**src/rtl/itt_pkg.sv**
```systemverilog
package itt_pkg;

  // Field and storage widths
  localparam int DATA_W        = 32;
  localparam int IDX_W         = 6;
  localparam int CNT_W         = 7;
  localparam int POS_W         = 6;
  localparam int ORD_W         = 2;
  localparam int RESULT_CAP    = 64;
  localparam int MAX_NODES_DEF = 64;

  // Walk stack: one frame per tree level, node index plus visit phase
  localparam int STACK_DEPTH   = 7;
  localparam int STK_W         = $clog2(STACK_DEPTH + 1);

  // Configuration port
  localparam int PADDR_W       = 3;
  localparam int PDATA_W       = 32;
  localparam logic [PADDR_W-3:0] REG_NODE_COUNT = 1'b0;

  typedef enum logic {
    KIND_LOAD = 1'b0,
    KIND_WALK = 1'b1
  } kind_e;

  typedef enum logic [ORD_W-1:0] {
    ORD_IN   = 2'd0,
    ORD_PRE  = 2'd1,
    ORD_POST = 2'd2
  } order_e;

  typedef enum logic [1:0] {
    PH_PRE  = 2'd0,
    PH_MID  = 2'd1,
    PH_POST = 2'd2
  } phase_e;

  typedef enum logic {
    ST_IDLE = 1'b0,
    ST_WALK = 1'b1
  } state_e;

  typedef struct packed {
    logic [IDX_W-1:0] idx;
    phase_e           ph;
  } frame_t;

  // Controller to datapath
  typedef struct packed {
    logic load;
    logic start;
    logic emit;
    logic advance;
    logic push_left;
    logic push_right;
    logic pop;
  } cmd_t;

  // Datapath to controller
  typedef struct packed {
    logic   slot_free;
    phase_e top_ph;
    logic   left_ok;
    logic   right_ok;
    logic   last_frame;
    order_e order;
  } sts_t;

endpackage

```
**src/rtl/itt_channels.sv**
```systemverilog
interface itt_in_if;
  logic                                valid;
  logic                                ready;
  logic                                kind;
  logic signed [itt_pkg::DATA_W-1:0]   load_value;
  logic        [itt_pkg::ORD_W-1:0]    walk_order;

  modport source (output valid, kind, load_value, walk_order, input ready);
  modport sink   (input valid, kind, load_value, walk_order, output ready);
endinterface

interface itt_out_if;
  logic                                valid;
  logic                                ready;
  logic signed [itt_pkg::DATA_W-1:0]   node_value;
  logic        [itt_pkg::POS_W-1:0]    sequence_position;
  logic                                last_in_walk;

  modport source (output valid, node_value, sequence_position, last_in_walk, input ready);
  modport sink   (input valid, node_value, sequence_position, last_in_walk, output ready);
endinterface

```
**src/rtl/itt_ram.sv**
```systemverilog
module itt_ram #(
  parameter int WIDTH = 32,
  parameter int DEPTH = 64
) (
  input  logic                     clk_i,
  input  logic                     we_i,
  input  logic [$clog2(DEPTH)-1:0] waddr_i,
  input  logic [WIDTH-1:0]         wdata_i,
  input  logic                     re_i,
  input  logic [$clog2(DEPTH)-1:0] raddr_i,
  output logic [WIDTH-1:0]         rdata_o
);

  logic [WIDTH-1:0] mem_q [DEPTH];
  logic [WIDTH-1:0] rdata_q;

  // Write port and registered read port
  always_ff @(posedge clk_i) begin
    if (we_i) begin
      mem_q[waddr_i] <= wdata_i;
    end
    if (re_i) begin
      rdata_q <= mem_q[raddr_i];
    end
  end

  assign rdata_o = rdata_q;

endmodule

```
**src/rtl/itt_ctrl.sv**
```systemverilog
module itt_ctrl (
  input  logic                          clk_i,
  input  logic                          rst_ni,
  input  logic                          in_valid_i,
  output logic                          in_ready_o,
  input  logic                          in_kind_i,
  input  logic [itt_pkg::ORD_W-1:0]     in_order_i,
  input  itt_pkg::sts_t                 sts_i,
  output itt_pkg::cmd_t                 cmd_o
);

  itt_pkg::state_e state_q, state_d;
  logic            order_ok;

  // Only the three defined orders start a walk
  assign order_ok = (in_order_i == itt_pkg::ORD_IN)  ||
                    (in_order_i == itt_pkg::ORD_PRE) ||
                    (in_order_i == itt_pkg::ORD_POST);

  always_ff @(posedge clk_i or negedge rst_ni) begin
    if (!rst_ni) begin
      state_q <= itt_pkg::ST_IDLE;
    end else begin
      state_q <= state_d;
    end
  end

  // Next state and datapath commands
  always_comb begin
    state_d    = state_q;
    cmd_o      = '0;
    in_ready_o = 1'b0;
    case (state_q)
      itt_pkg::ST_IDLE: begin
        in_ready_o = 1'b1;
        if (in_valid_i) begin
          if (in_kind_i == itt_pkg::KIND_LOAD) begin
            cmd_o.load = 1'b1;
          end else begin
            cmd_o.start = 1'b1;
            if (order_ok) begin
              state_d = itt_pkg::ST_WALK;
            end
          end
        end
      end
      itt_pkg::ST_WALK: begin
        // One visit step on the top frame when the output side can take a node
        if (sts_i.slot_free) begin
          case (sts_i.top_ph)
            itt_pkg::PH_PRE: begin
              cmd_o.emit      = (sts_i.order == itt_pkg::ORD_PRE);
              cmd_o.advance   = 1'b1;
              cmd_o.push_left = sts_i.left_ok;
            end
            itt_pkg::PH_MID: begin
              cmd_o.emit       = (sts_i.order == itt_pkg::ORD_IN);
              cmd_o.advance    = 1'b1;
              cmd_o.push_right = sts_i.right_ok;
            end
            itt_pkg::PH_POST: begin
              cmd_o.emit = (sts_i.order == itt_pkg::ORD_POST);
              cmd_o.pop  = 1'b1;
              if (sts_i.last_frame) begin
                state_d = itt_pkg::ST_IDLE;
              end
            end
            default: begin
              state_d = itt_pkg::ST_IDLE;
            end
          endcase
        end
      end
      default: begin
        state_d = itt_pkg::ST_IDLE;
      end
    endcase
  end

endmodule

```
**src/rtl/itt_dp.sv**
```systemverilog
module itt_dp #(
  parameter int MAX_NODES = itt_pkg::MAX_NODES_DEF
) (
  input  logic                               clk_i,
  input  logic                               rst_ni,
  input  itt_pkg::cmd_t                      cmd_i,
  input  logic signed [itt_pkg::DATA_W-1:0]  load_value_i,
  input  logic        [itt_pkg::ORD_W-1:0]   walk_order_i,
  input  logic        [itt_pkg::CNT_W-1:0]   node_count_i,
  output itt_pkg::sts_t                      sts_o,
  output logic                               out_valid_o,
  input  logic                               out_ready_i,
  output logic signed [itt_pkg::DATA_W-1:0]  node_value_o,
  output logic        [itt_pkg::POS_W-1:0]   sequence_position_o,
  output logic                               last_in_walk_o
);

  localparam int AW      = $clog2(MAX_NODES);
  localparam int CAP_INT = (MAX_NODES < itt_pkg::RESULT_CAP) ? MAX_NODES
                                                             : itt_pkg::RESULT_CAP;
  localparam logic [itt_pkg::CNT_W-1:0] CAP = itt_pkg::CNT_W'(CAP_INT);
  localparam logic [itt_pkg::STK_W-1:0] STK_MAX = itt_pkg::STK_W'(itt_pkg::STACK_DEPTH);

  logic [itt_pkg::CNT_W-1:0]  count_eff;
  logic [itt_pkg::CNT_W-1:0]  ptr_q, ptr_d;
  logic [itt_pkg::CNT_W-1:0]  cnt_q, cnt_d;
  logic [itt_pkg::CNT_W-1:0]  total_q, total_d;
  logic [itt_pkg::STK_W-1:0]  depth_q, depth_d;
  logic [itt_pkg::STK_W-1:0]  top_ptr;
  itt_pkg::order_e            order_q, order_d;
  itt_pkg::frame_t            stk_q [itt_pkg::STACK_DEPTH];
  itt_pkg::frame_t            top;
  itt_pkg::phase_e            ph_next;
  logic [itt_pkg::CNT_W:0]    left_idx;
  logic [itt_pkg::CNT_W:0]    right_idx;
  logic                       pend_q, pend_d;
  logic [itt_pkg::POS_W-1:0]  pend_pos_q;
  logic                       pend_last_q;
  logic                       out_valid_q, out_valid_d;
  logic signed [itt_pkg::DATA_W-1:0] out_value_q;
  logic [itt_pkg::POS_W-1:0]  out_pos_q;
  logic                       out_last_q;
  logic                       load_we;
  logic [itt_pkg::DATA_W-1:0] rdata;

  // Clamp the node count to at least one and at most the store and result cap
  always_comb begin
    count_eff = (node_count_i == '0) ? itt_pkg::CNT_W'(1) : node_count_i;
    if (count_eff > CAP) begin
      count_eff = CAP;
    end
  end

  // Top of stack and its children
  assign top_ptr   = depth_q - 1'b1;
  assign top       = stk_q[top_ptr];
  assign left_idx  = {1'b0, top.idx, 1'b1};
  assign right_idx = {1'b0, top.idx, 1'b0} + (itt_pkg::CNT_W + 1)'(2);

  always_comb begin
    case (top.ph)
      itt_pkg::PH_PRE: ph_next = itt_pkg::PH_MID;
      default:         ph_next = itt_pkg::PH_POST;
    endcase
  end

  assign load_we = cmd_i.load && (ptr_q < count_eff);

  // Tree store
  itt_ram #(
    .WIDTH (itt_pkg::DATA_W),
    .DEPTH (MAX_NODES)
  ) u_store (
    .clk_i   (clk_i),
    .we_i    (load_we),
    .waddr_i (AW'(ptr_q)),
    .wdata_i (load_value_i),
    .re_i    (cmd_i.emit),
    .raddr_i (AW'(top.idx)),
    .rdata_o (rdata)
  );

  // Control next state
  always_comb begin
    ptr_d       = ptr_q;
    cnt_d       = cnt_q;
    total_d     = total_q;
    order_d     = order_q;
    depth_d     = depth_q;
    pend_d      = cmd_i.emit;
    out_valid_d = out_valid_q;
    if (load_we) begin
      ptr_d = ptr_q + 1'b1;
    end
    if (cmd_i.start) begin
      ptr_d   = '0;
      cnt_d   = '0;
      total_d = count_eff;
      order_d = itt_pkg::order_e'(walk_order_i);
      depth_d = itt_pkg::STK_W'(1);
    end else begin
      if (cmd_i.push_left || cmd_i.push_right) begin
        depth_d = depth_q + 1'b1;
      end else if (cmd_i.pop) begin
        depth_d = depth_q - 1'b1;
      end
    end
    if (cmd_i.emit) begin
      cnt_d = cnt_q + 1'b1;
    end
    // Hold the result until taken, refill from the read that just returned
    if (pend_q) begin
      out_valid_d = 1'b1;
    end else if (out_valid_q && out_ready_i) begin
      out_valid_d = 1'b0;
    end
  end

  always_ff @(posedge clk_i or negedge rst_ni) begin
    if (!rst_ni) begin
      ptr_q       <= '0;
      cnt_q       <= '0;
      total_q     <= '0;
      order_q     <= itt_pkg::ORD_IN;
      depth_q     <= '0;
      pend_q      <= 1'b0;
      out_valid_q <= 1'b0;
    end else begin
      ptr_q       <= ptr_d;
      cnt_q       <= cnt_d;
      total_q     <= total_d;
      order_q     <= order_d;
      depth_q     <= depth_d;
      pend_q      <= pend_d;
      out_valid_q <= out_valid_d;
    end
  end

  // Stack frames and result payload
  always_ff @(posedge clk_i) begin
    if (cmd_i.start) begin
      stk_q[0] <= '{idx: '0, ph: itt_pkg::PH_PRE};
    end else begin
      if (cmd_i.advance) begin
        stk_q[top_ptr].ph <= ph_next;
      end
      if (cmd_i.push_left) begin
        stk_q[depth_q] <= '{idx: left_idx[itt_pkg::IDX_W-1:0], ph: itt_pkg::PH_PRE};
      end else if (cmd_i.push_right) begin
        stk_q[depth_q] <= '{idx: right_idx[itt_pkg::IDX_W-1:0], ph: itt_pkg::PH_PRE};
      end
    end
    if (cmd_i.emit) begin
      pend_pos_q  <= cnt_q[itt_pkg::POS_W-1:0];
      pend_last_q <= (itt_pkg::CNT_W'(cnt_q + 1'b1) == total_q);
    end
    if (pend_q) begin
      out_value_q <= rdata;
      out_pos_q   <= pend_pos_q;
      out_last_q  <= pend_last_q;
    end
  end

  assign sts_o.slot_free  = !pend_q && (!out_valid_q || out_ready_i);
  assign sts_o.top_ph     = top.ph;
  assign sts_o.left_ok    = left_idx < {1'b0, total_q};
  assign sts_o.right_ok   = right_idx < {1'b0, total_q};
  assign sts_o.last_frame = (depth_q == itt_pkg::STK_W'(1));
  assign sts_o.order      = order_q;

  assign out_valid_o         = out_valid_q;
  assign node_value_o        = out_value_q;
  assign sequence_position_o = out_pos_q;
  assign last_in_walk_o      = out_last_q;

  a_depth_bound: assert property (@(posedge clk_i) disable iff (!rst_ni)
    depth_q <= STK_MAX)
    else $error("walk stack depth out of range");

  a_pend_slot: assert property (@(posedge clk_i) disable iff (!rst_ni)
    pend_q |-> !out_valid_q)
    else $error("store read returned while output register busy");

  a_push_room: assert property (@(posedge clk_i) disable iff (!rst_ni)
    (cmd_i.push_left || cmd_i.push_right) |-> (depth_q < STK_MAX))
    else $error("push on full walk stack");

  a_emit_count: assert property (@(posedge clk_i) disable iff (!rst_ni)
    cmd_i.emit |-> (cnt_q < total_q))
    else $error("more nodes emitted than the walk holds");

endmodule

```
**src/rtl/implicit_tree_traversal_unit.sv**
```systemverilog
// Load request: accepted back to back while idle.
// Walk request: visits N nodes (N = node_count, capped at 64); the stack sequencer takes
// one visit step per cycle while the output slot is free, three per node, plus one store
// read per result. Each result passes the registered store read, then the output register;
// the first comes soonest in pre-order, latest in post-order on a full seven-level tree. The
// output register holds results so the next request is accepted while the last is pending.
// Reset (async, active low) empties the stack, clears the load pointer and sets node_count to 1.
module implicit_tree_traversal_unit #(
  parameter int MAX_NODES = itt_pkg::MAX_NODES_DEF
) (
  input  logic                          clk_i,
  input  logic                          rst_ni,
  itt_in_if.sink                        in_req_i,
  itt_out_if.source                     out_rsp_o,
  input  logic                          psel,
  input  logic                          penable,
  input  logic                          pwrite,
  input  logic [itt_pkg::PADDR_W-1:0]   paddr,
  input  logic [itt_pkg::PDATA_W-1:0]   pwdata,
  output logic [itt_pkg::PDATA_W-1:0]   prdata,
  output logic                          pready
);

  logic [itt_pkg::CNT_W-1:0] node_count_q;
  logic                      reg_hit;
  itt_pkg::cmd_t             cmd;
  itt_pkg::sts_t             sts;

  // Configuration register
  assign reg_hit = (paddr[itt_pkg::PADDR_W-1:2] == itt_pkg::REG_NODE_COUNT);
  assign pready  = 1'b1;

  always_ff @(posedge clk_i or negedge rst_ni) begin
    if (!rst_ni) begin
      node_count_q <= itt_pkg::CNT_W'(1);
    end else if (psel && penable && pwrite && reg_hit) begin
      node_count_q <= pwdata[itt_pkg::CNT_W-1:0];
    end
  end

  assign prdata = reg_hit ? itt_pkg::PDATA_W'(node_count_q) : '0;

  itt_ctrl u_ctrl (
    .clk_i      (clk_i),
    .rst_ni     (rst_ni),
    .in_valid_i (in_req_i.valid),
    .in_ready_o (in_req_i.ready),
    .in_kind_i  (in_req_i.kind),
    .in_order_i (in_req_i.walk_order),
    .sts_i      (sts),
    .cmd_o      (cmd)
  );

  itt_dp #(
    .MAX_NODES (MAX_NODES)
  ) u_dp (
    .clk_i               (clk_i),
    .rst_ni              (rst_ni),
    .cmd_i               (cmd),
    .load_value_i        (in_req_i.load_value),
    .walk_order_i        (in_req_i.walk_order),
    .node_count_i        (node_count_q),
    .sts_o               (sts),
    .out_valid_o         (out_rsp_o.valid),
    .out_ready_i         (out_rsp_o.ready),
    .node_value_o        (out_rsp_o.node_value),
    .sequence_position_o (out_rsp_o.sequence_position),
    .last_in_walk_o      (out_rsp_o.last_in_walk)
  );

endmodule
```
**src/flat_wrapper.sv**
```systemverilog
// flat-port wrapper written by rule: the top's interface ports become plain ports
module implicit_tree_traversal_unit_flat 
#(
  parameter int MAX_NODES = itt_pkg::MAX_NODES_DEF
)
  (clk_i, rst_ni, psel, penable, pwrite, paddr, pwdata, prdata, pready, in_req_i_valid, in_req_i_kind, in_req_i_load_value, in_req_i_walk_order, in_req_i_ready, out_rsp_o_valid, out_rsp_o_node_value, out_rsp_o_sequence_position, out_rsp_o_last_in_walk, out_rsp_o_ready);
  itt_in_if in_req_i_i ();
  itt_out_if out_rsp_o_i ();
  input  logic clk_i;
  input  logic rst_ni;
  input  logic psel;
  input  logic penable;
  input  logic pwrite;
  input  logic [itt_pkg::PADDR_W-1:0] paddr;
  input  logic [itt_pkg::PDATA_W-1:0] pwdata;
  output logic [itt_pkg::PDATA_W-1:0] prdata;
  output logic pready;
  input wire logic [$bits(in_req_i_i.valid)-1:0] in_req_i_valid;
  input wire logic [$bits(in_req_i_i.kind)-1:0] in_req_i_kind;
  input wire logic [$bits(in_req_i_i.load_value)-1:0] in_req_i_load_value;
  input wire logic [$bits(in_req_i_i.walk_order)-1:0] in_req_i_walk_order;
  output wire logic [$bits(in_req_i_i.ready)-1:0] in_req_i_ready;
  output wire logic [$bits(out_rsp_o_i.valid)-1:0] out_rsp_o_valid;
  output wire logic [$bits(out_rsp_o_i.node_value)-1:0] out_rsp_o_node_value;
  output wire logic [$bits(out_rsp_o_i.sequence_position)-1:0] out_rsp_o_sequence_position;
  output wire logic [$bits(out_rsp_o_i.last_in_walk)-1:0] out_rsp_o_last_in_walk;
  input wire logic [$bits(out_rsp_o_i.ready)-1:0] out_rsp_o_ready;
  assign in_req_i_i.valid = in_req_i_valid;
  assign in_req_i_i.kind = in_req_i_kind;
  assign in_req_i_i.load_value = in_req_i_load_value;
  assign in_req_i_i.walk_order = in_req_i_walk_order;
  assign in_req_i_ready = in_req_i_i.ready;
  assign out_rsp_o_valid = out_rsp_o_i.valid;
  assign out_rsp_o_node_value = out_rsp_o_i.node_value;
  assign out_rsp_o_sequence_position = out_rsp_o_i.sequence_position;
  assign out_rsp_o_last_in_walk = out_rsp_o_i.last_in_walk;
  assign out_rsp_o_i.ready = out_rsp_o_ready;
  implicit_tree_traversal_unit #(.MAX_NODES(MAX_NODES)) u_core (.clk_i(clk_i), .rst_ni(rst_ni), .in_req_i(in_req_i_i), .out_rsp_o(out_rsp_o_i), .psel(psel), .penable(penable), .pwrite(pwrite), .paddr(paddr), .pwdata(pwdata), .prdata(prdata), .pready(pready));
endmodule
```
**config.mk**
```make
export PLATFORM = sky130hd
export DESIGN_NAME = implicit_tree_traversal_unit_flat
export DESIGN_NICKNAME = d
export VERILOG_FILES = /design/src/rtl/itt_pkg.sv /design/src/rtl/itt_channels.sv /design/src/rtl/itt_ram.sv /design/src/rtl/itt_ctrl.sv /design/src/rtl/itt_dp.sv /design/src/rtl/implicit_tree_traversal_unit.sv /design/src/flat_wrapper.sv
export SDC_FILE = /design/constraint.sdc
export NUM_CORES = 2
export LEC_CHECK = 0
export ABC_CLOCK_PERIOD_IN_PS = 6500
export BUFFER_PORTS_ARGS = -buffer_cell sky130_fd_sc_hd__buf_4
export CAP_MARGIN = 20
export CORE_MARGIN = 2
export CORE_UTILIZATION = 45
export DETAILED_ROUTE_END_ITERATION = 16
export PLACE_DENSITY = 0.64
export SETUP_SLACK_MARGIN = 0.05
export SLEW_MARGIN = 20
export SYNTH_ARGS = -nofsm -noshare
export SYNTH_HDL_FRONTEND = slang
export SYNTH_SLANG_ARGS = --single-unit
```
**constraint.sdc**
```tcl
create_clock -name clk_i -period 6.5 [get_ports clk_i]
set_input_delay 0.325 -clock clk_i [delete_from_list [all_inputs] [get_ports clk_i]]
set_output_delay 0.325 -clock clk_i [all_outputs]
set_load 0.05 [all_outputs]
```
; ---- After elaboration in Yosys (flattened, before gate mapping)
; Memory sizes are Yosys's and may differ from the RTL's. A register that Yosys moved wholly into a read port is not among the register bits.
; Cells that the tools add are included.
[classes]
add_sub_neg = 5
multipliers = 0
n_div = 0
order_cmp = 4
n_eq_ne = 8
n_shift = 0
n_mux = 50
bitwise_logic = 3
n_reduce_logical = 22
[op_table]
columns = operator, count
row1 = $mux W7, 7
row2 = $mux W1, 28
row3 = $mux W8, 2
row4 = $add A7 B1 Y7 const B, 2
row5 = $lt A7 B7 Y1, 2
row6 = $mux W3, 4
row7 = $mux W5, 2
row8 = $add A7 B2 Y8 const B, 1
row9 = $lt A8 B7 Y1, 1
row10 = $mux W2, 4
row11 = $reduce_or A8 Y1, 1
row12 = $eq A7 B7 Y1, 1
row13 = $gt A7 B7 Y1 const B, 1
row14 = $logic_not A7 Y1, 1
row15 = $eq A2 B1 Y1 const B, 3
row16 = $eq A2 B2 Y1 const B, 3
row17 = $logic_and A1 B1 Y1, 6
row18 = $logic_not A2 Y1, 3
row19 = $reduce_bool A2 Y1, 3
row20 = $logic_or A1 B1 Y1, 4
row21 = $pmux W1 S2, 2
row22 = $add A3 B1 Y3 const B, 1
row23 = $eq A3 B1 Y1 const B, 1
row24 = $pmux W1 S3, 1
row25 = other kinds (6), 8
[totals]
ff_bits = 82
latch_bits = 0
ramBits = 2104
romBits = 0
elab_cells = 108
n_memories = 2
[mem_list]
columns = memory, depth, word_bits, rd, rd_clocked_by_memory_dff, write_ports, line_no
row1 = u_core.u_dp.u_store.mem_q, 64, 32, 1, 1, 1, itt_ram.sv:14  ; logic [WIDTH-1:0] mem_q [DEPTH];
row2 = u_core.u_dp.stk_q, 7, 8, 1, 0, 2, itt_dp.sv:31  ; itt_pkg::frame_t stk_q [itt_pkg::STACK_DEPTH];

; ---- Logic depth before layout (Yosys ltp)
; An unclocked memory read counts as a cell.
[depth]
depth_word = 12
depth_mapped = 27
depth_no_buf = 17

; ---- Modules after synthesis
; From an unflattened synthesis, not the netlist that was laid out.
[hier_totals]
cells_unflattened = 3867
hier_area_um2 = 85513.3
[modules_own_cells]
columns = mod, instances, cells_each, area_each_um2, seq_area_each_um2
row1 = itt_ram, 1, 3324, 78835.6, 62459.9
row2 = itt_dp, 1, 476, 5999.5, 3623.5
row3 = implicit_tree_traversal_unit, 1, 50, 543.0, 176.4
row4 = itt_ctrl, 1, 17, 135.1, 25.0

; ---- Worst setup path before layout
; OpenSTA, ideal clock, no wires.
[synth_timing]
path_type = flip-flop to flip-flop
from = register u_core.u_dp.depth_q[0] in the netlist's numbering
to = memory u_core.u_dp.stk_q[3][2] in the netlist's numbering, enable pin
setup_time_ns = 0.304
arrival_ns = 4.946
t_required_ns = 6.196
slack_ns = 1.250
path_stages_with_launch = 25
period_less_slack_ns = 5.250
cell_sequence = dfrtp_1 > buf_6 > buf_8 > buf_12 > inv_1 > ha_1 > buf_2 > mux4_2 > inv_1 > buf_2 > buf_2 > buf_1 > buf_2 > ha_1 > xnor2_1 > ha_1 > o21ai_0 > a21oi_1 > o31ai_1 > and4b_1 > buf_2 > a31oi_1 > or4_1 > buf_2 > inv_2
[synth_rtl]
columns = element, line_no
row1 = from (decl), itt_dp.sv:28  ; logic [itt_pkg::STK_W-1:0] depth_q, depth_d;
row2 = from (signal assigned), itt_dp.sv:133  ; depth_q <= depth_d;
row3 = to (decl), itt_dp.sv:31

==> reports/qor.json <==
{
  "r2r.worst_path.cells": {"value": 16},
  "worst-path-max-fanout": {"value": 25},
  "initialDrtViolationCount": {"value": 7068},
  "regToRegStartpoint": {"value": "u_core.u_dp.depth_q[1]$_DFFE_PN0P_"},
  "detail-route-antenna-nets": {"value": 0},
  "cts_tree": {"value": "done"},
  "synth-edff-count": {"value": 2168},
  "clock_latency": {"value": 0.84, "unit": "ns"},
  "place.port_buffers": {"value": 97},
  "max-cap-violations": {"value": 0},
  "grt-ovfl-total": {"value": 0},
  "async_flop_share": {"value": 1.62, "unit": "%"},
  "required": {"value": 7.03, "unit": "ns"},
  "layout_min_cycle_time": {"value": 5.99, "unit": "ns"},
  "antenna_found_initial": {"value": 8},
  "report.final.hold_viol_count": {"value": 0},
  "syn_to_final_growth": {"value": 12.6, "unit": "%"},
  "grt_pass1_wl": {"value": 340000, "unit": "µm"},
  "clkTransAtPathRegs": {"value": 0.06, "unit": "ns"},
  "die_area": {"value": 198000, "unit": "µm²"},
  "rsz0062_at_grt": {"value": "false"},
  "yosys_most_used_dff": {"value": "sky130_fd_sc_hd__edfxtp_1"},
  "clockBufferDepth": {"value": 3},
  "timing.final.crit_share": {"value": 92.2, "unit": "%"},
  "postSynthCellCount": {"value": 6077},
  "worst-slew-pin-transition": {"value": 1.25, "unit": "ns"},
  "worst_r2r_endpoint": {"value": "u_core.u_dp.stk_q[3][2]$_DFFE_PP_"},
  "placement.setup.worst_slack": {"value": 0.595, "unit": "ns"},
  "avgRoutedWirePerCell": {"value": 26.5, "unit": "µm"},
  "via_per_inst": {"value": 5.91},
  "via_count_of_the_first_global_routing_pass": {"value": 49700},
  "start_kind": {"value": "register"},
  "drt-total-wl": {"value": 236000, "unit": "µm"},
  "startpoint": {"value": "u_core.u_dp.depth_q[1]$_DFFE_PN0P_"},
  "dp.cells": {"value": 8497},
  "seq_area_frac_synth": {"value": 75.6, "unit": "%"},
  "final_layout_size_suffix_gt1_share": {"value": 12.0, "unit": "%"},
  "cts_inserted_buffers": {"value": 214},
  "grt_start_max_net_pins": {"value": 162},
  "postSynthAreaPerCell": {"value": 14.4, "unit": "µm²"},
  "clock_tree.root_cell": {"value": "sky130_fd_sc_hd__clkbuf_16"},
  "yosys_warnings": {"value": 0},
  "finalNetCount": {"value": 6306},
  "timing.critical_path.arrival": {"value": 6.52, "unit": "ns"},
  "holdCritPathClass": {"value": "in -> reg"},
  "totalNegativeSetupSlack": {"value": 0, "unit": "ns"},
  "dieWidth": {"value": 445, "unit": "µm"},
  "yosysTopAreaCell": {"value": "sky130_fd_sc_hd__edfxtp_1"},
  "critPathKind": {"value": "reg -> reg"},
  "gp_congestion": {"value": 0.806},
  "max_freq": {"value": 167, "unit": "MHz"},
  "instances_no_fill": {"value": 8928},
  "route.detailed.drc": {"value": 0},
  "clock_tree_sinks": {"value": 2218},
  "detailroute.via_count": {"value": 52800},
  "clock-skew-final": {"value": 0.0449, "unit": "ns"},
  "synth_top_cell_area_share": {"value": 74.3, "unit": "%"},
  "htree_num_levels": {"value": 4},
  "post_cts_resize_count": {"value": 0},
  "place_hpwl": {"value": 131000, "unit": "µm"},
  "slew_violations": {"value": 0},
  "postSynthRegisterBits": {"value": 2218},
  "yosysUniqueCellTypes": {"value": 75},
  "crit_end": {"value": "u_core.u_dp.stk_q[3][2]$_DFFE_PP_"},
  "setup_ws": {"value": 0.507, "unit": "ns"},
  "dr.pass1.iters": {"value": 6},
  "critical_path.endpoint_type": {"value": "register"},
  "num_io_pins": {"value": 151},
  "slew_headroom": {"value": 16.5, "unit": "%"},
  "synth_common_cells": {"value": "2168 x sky130_fd_sc_hd__edfxtp_1, 1551 x sky130_fd_sc_hd__nand2_1, 553 x sky130_fd_sc_hd__nand3_1"},
  "floorplan.initialDensity": {"value": 45.1, "unit": "%"},
  "fp.coreArea": {"value": 194000, "unit": "µm²"},
  "number_of_placement_rows": {"value": 162},
  "number_of_setup_violations_in_the_final_report": {"value": 0},
  "syn-cell-area": {"value": 87700, "unit": "µm²"},
  "die_height": {"value": 445, "unit": "µm"},
  "count_leader_synth": {"value": "sky130_fd_sc_hd__edfxtp_1"},
  "grtUsageTotal": {"value": 23.4, "unit": "%"},
  "rrSetupSlack": {"value": 0.51, "unit": "ns"},
  "run_status": {"value": "finished clean"},
  "ys_top_cells_by_area": {"value": "sky130_fd_sc_hd__edfxtp_1 74%, sky130_fd_sc_hd__nand2_1 6.6%, sky130_fd_sc_hd__nand3_1 3.2%, sky130_fd_sc_hd__mux4_2 2.9%, sky130_fd_sc_hd__and3_1 1.2%"}
}
==> state kept, by name (all words and copies together), names as in the netlist, 2 cells and up <==
signal                           count
u_core.u_dp.cnt_q                    7
u_core.u_dp.sequence_position_o      6
u_core.u_dp.ptr_q                    7
u_core.node_count_q                  7
u_core.u_dp.total_q                  7
u_core.u_dp.depth_q                  3
u_core.u_dp.u_store.mem_q         2048
u_core.u_dp.u_store.rdata_o         32
u_core.u_dp.order_q                  2
u_core.u_dp.pend_pos_q               6
u_core.u_dp.stk_q                   56
u_core.u_dp.node_value_o            32
==> cells by family after synthesis <==
group	count (synthesis)	share of synthesized area, %
AO/OA/AOI/OAI	511	3.89
XOR/XNOR	23	0.238
adder cells (fa/ha/maj)	24	0.343
buffers and inverters	432	2.45
flip-flops	2218	75.6
multiplexers	222	4.15
other	2	0.00857
AND/OR/NAND/NOR	2645	13.3
==> worst min-delay path by stage <==
stage                            from                                         end  slack [ns]  depth (start not counted)
3_3_place_gp                   rst_ni            u_core.u_dp.cnt_q[3]$_DFFE_PN0P_        0.32                          1
2_1_floorplan                  rst_ni          u_core.node_count_q[1]$_DFFE_PN0P_        0.03                          0
5_1_grt        in_req_i_load_value[1]  u_core.u_dp.u_store.mem_q[15][1]$_DFFE_PP_        0.04                          1
6_report       in_req_i_load_value[9]  u_core.u_dp.u_store.mem_q[15][9]$_DFFE_PP_        0.03                          1
3_5_place_dp                   rst_ni            u_core.u_dp.cnt_q[3]$_DFFE_PN0P_        0.33                          1
4_1_cts                in_req_i_valid            u_core.u_dp.ptr_q[2]$_DFFE_PN0P_      0.0002                          5
==> per-layer routing <==
layer  vias up  track usage (%)  part of all wire [%]
met5         -                0                 0.022
met4         8             7.98                   3.4
met3       389             4.40                   9.6
met2      2625             36.1                    46
met1     26800             33.3                    41
li1      23000                -                     -
==> layout by cell type (no fill, tap or decap), types with 30 or more instances in the layout <==
master and instances:
sky130_fd_sc_hd__a221oi_1 35, sky130_fd_sc_hd__mux4_2 109, sky130_fd_sc_hd__nor2_4 69, sky130_fd_sc_hd__clkinv_2 46, sky130_fd_sc_hd__a21oi_1 137, sky130_fd_sc_hd__inv_1 34, sky130_fd_sc_hd__mux2i_1 99, sky130_fd_sc_hd__nor2_1 84
sky130_fd_sc_hd__nand2_1 1550, sky130_fd_sc_hd__clkbuf_1 48, sky130_fd_sc_hd__dlygate4sd3_1 30, sky130_fd_sc_hd__dfrtp_1 34, sky130_fd_sc_hd__and3_1 175, sky130_fd_sc_hd__a31oi_1 81, sky130_fd_sc_hd__clkbuf_16 219, sky130_fd_sc_hd__nand4_1 100
sky130_fd_sc_hd__buf_4 229, sky130_fd_sc_hd__clkinv_1 55, sky130_fd_sc_hd__edfxtp_1 2168, sky130_fd_sc_hd__a311oi_1 74, sky130_fd_sc_hd__o21ai_0 85, sky130_fd_sc_hd__nand3_1 553
==> worst max-delay path: stages, from the launching register on <==
cell and delay [ns]:
sky130_fd_sc_hd__dfrtp_1 0.41, sky130_fd_sc_hd__inv_1 0.12, sky130_fd_sc_hd__ha_1 0.54, sky130_fd_sc_hd__mux4_4 1.01, sky130_fd_sc_hd__inv_4 0.50, sky130_fd_sc_hd__nand2_1 0.11, sky130_fd_sc_hd__buf_4 0.30, sky130_fd_sc_hd__nor2_1 0.21
sky130_fd_sc_hd__xnor2_1 0.14, sky130_fd_sc_hd__ha_1 0.25, sky130_fd_sc_hd__o21ai_0 0.09, sky130_fd_sc_hd__a21oi_1 0.07, sky130_fd_sc_hd__o31ai_1 0.20, sky130_fd_sc_hd__and4b_1 0.63, sky130_fd_sc_hd__a31oi_1 0.22, sky130_fd_sc_hd__or4_1 0.62
sky130_fd_sc_hd__inv_2 0.22
==> final cells by class <==
| type | instances | area [µm²] |
|---|---|---|
| Sequential cell | 2218 | 66300 |
| Clock inverter | 126 | 1050 |
| Tap cell | 2542 | 3180 |
| Timing Repair Buffer | 278 | 2390 |
| Inverter | 42 | 184 |
| Clock buffer | 267 | 5660 |
| Multi-Input combinational cell | 3451 | 19900 |
| Antenna cell | 4 | 10.0 |
| Fill cell | 15900 | 95500 |
==> what timing repair did <==
item	4_1_cts	5_1_grt
hold buffers	31	0
setup buffers	0	0
hold endpoints to repair	506	0
==> per-stage QoR <==
stage	hold WS (ns)	utilization (%)	instance area, µm²
floorplan	0.0294	-	87800
global placement	0.318	47.2	91600
detailed placement	0.331	47.2	91600
CTS	0.000162	50.8	98600
global route	0.0358	50.8	98700
finish	0.0262	50.8	98700
Power is not shown: default switching activity piles up to over one toggle a cycle in this logic, so the estimate is an artifact.
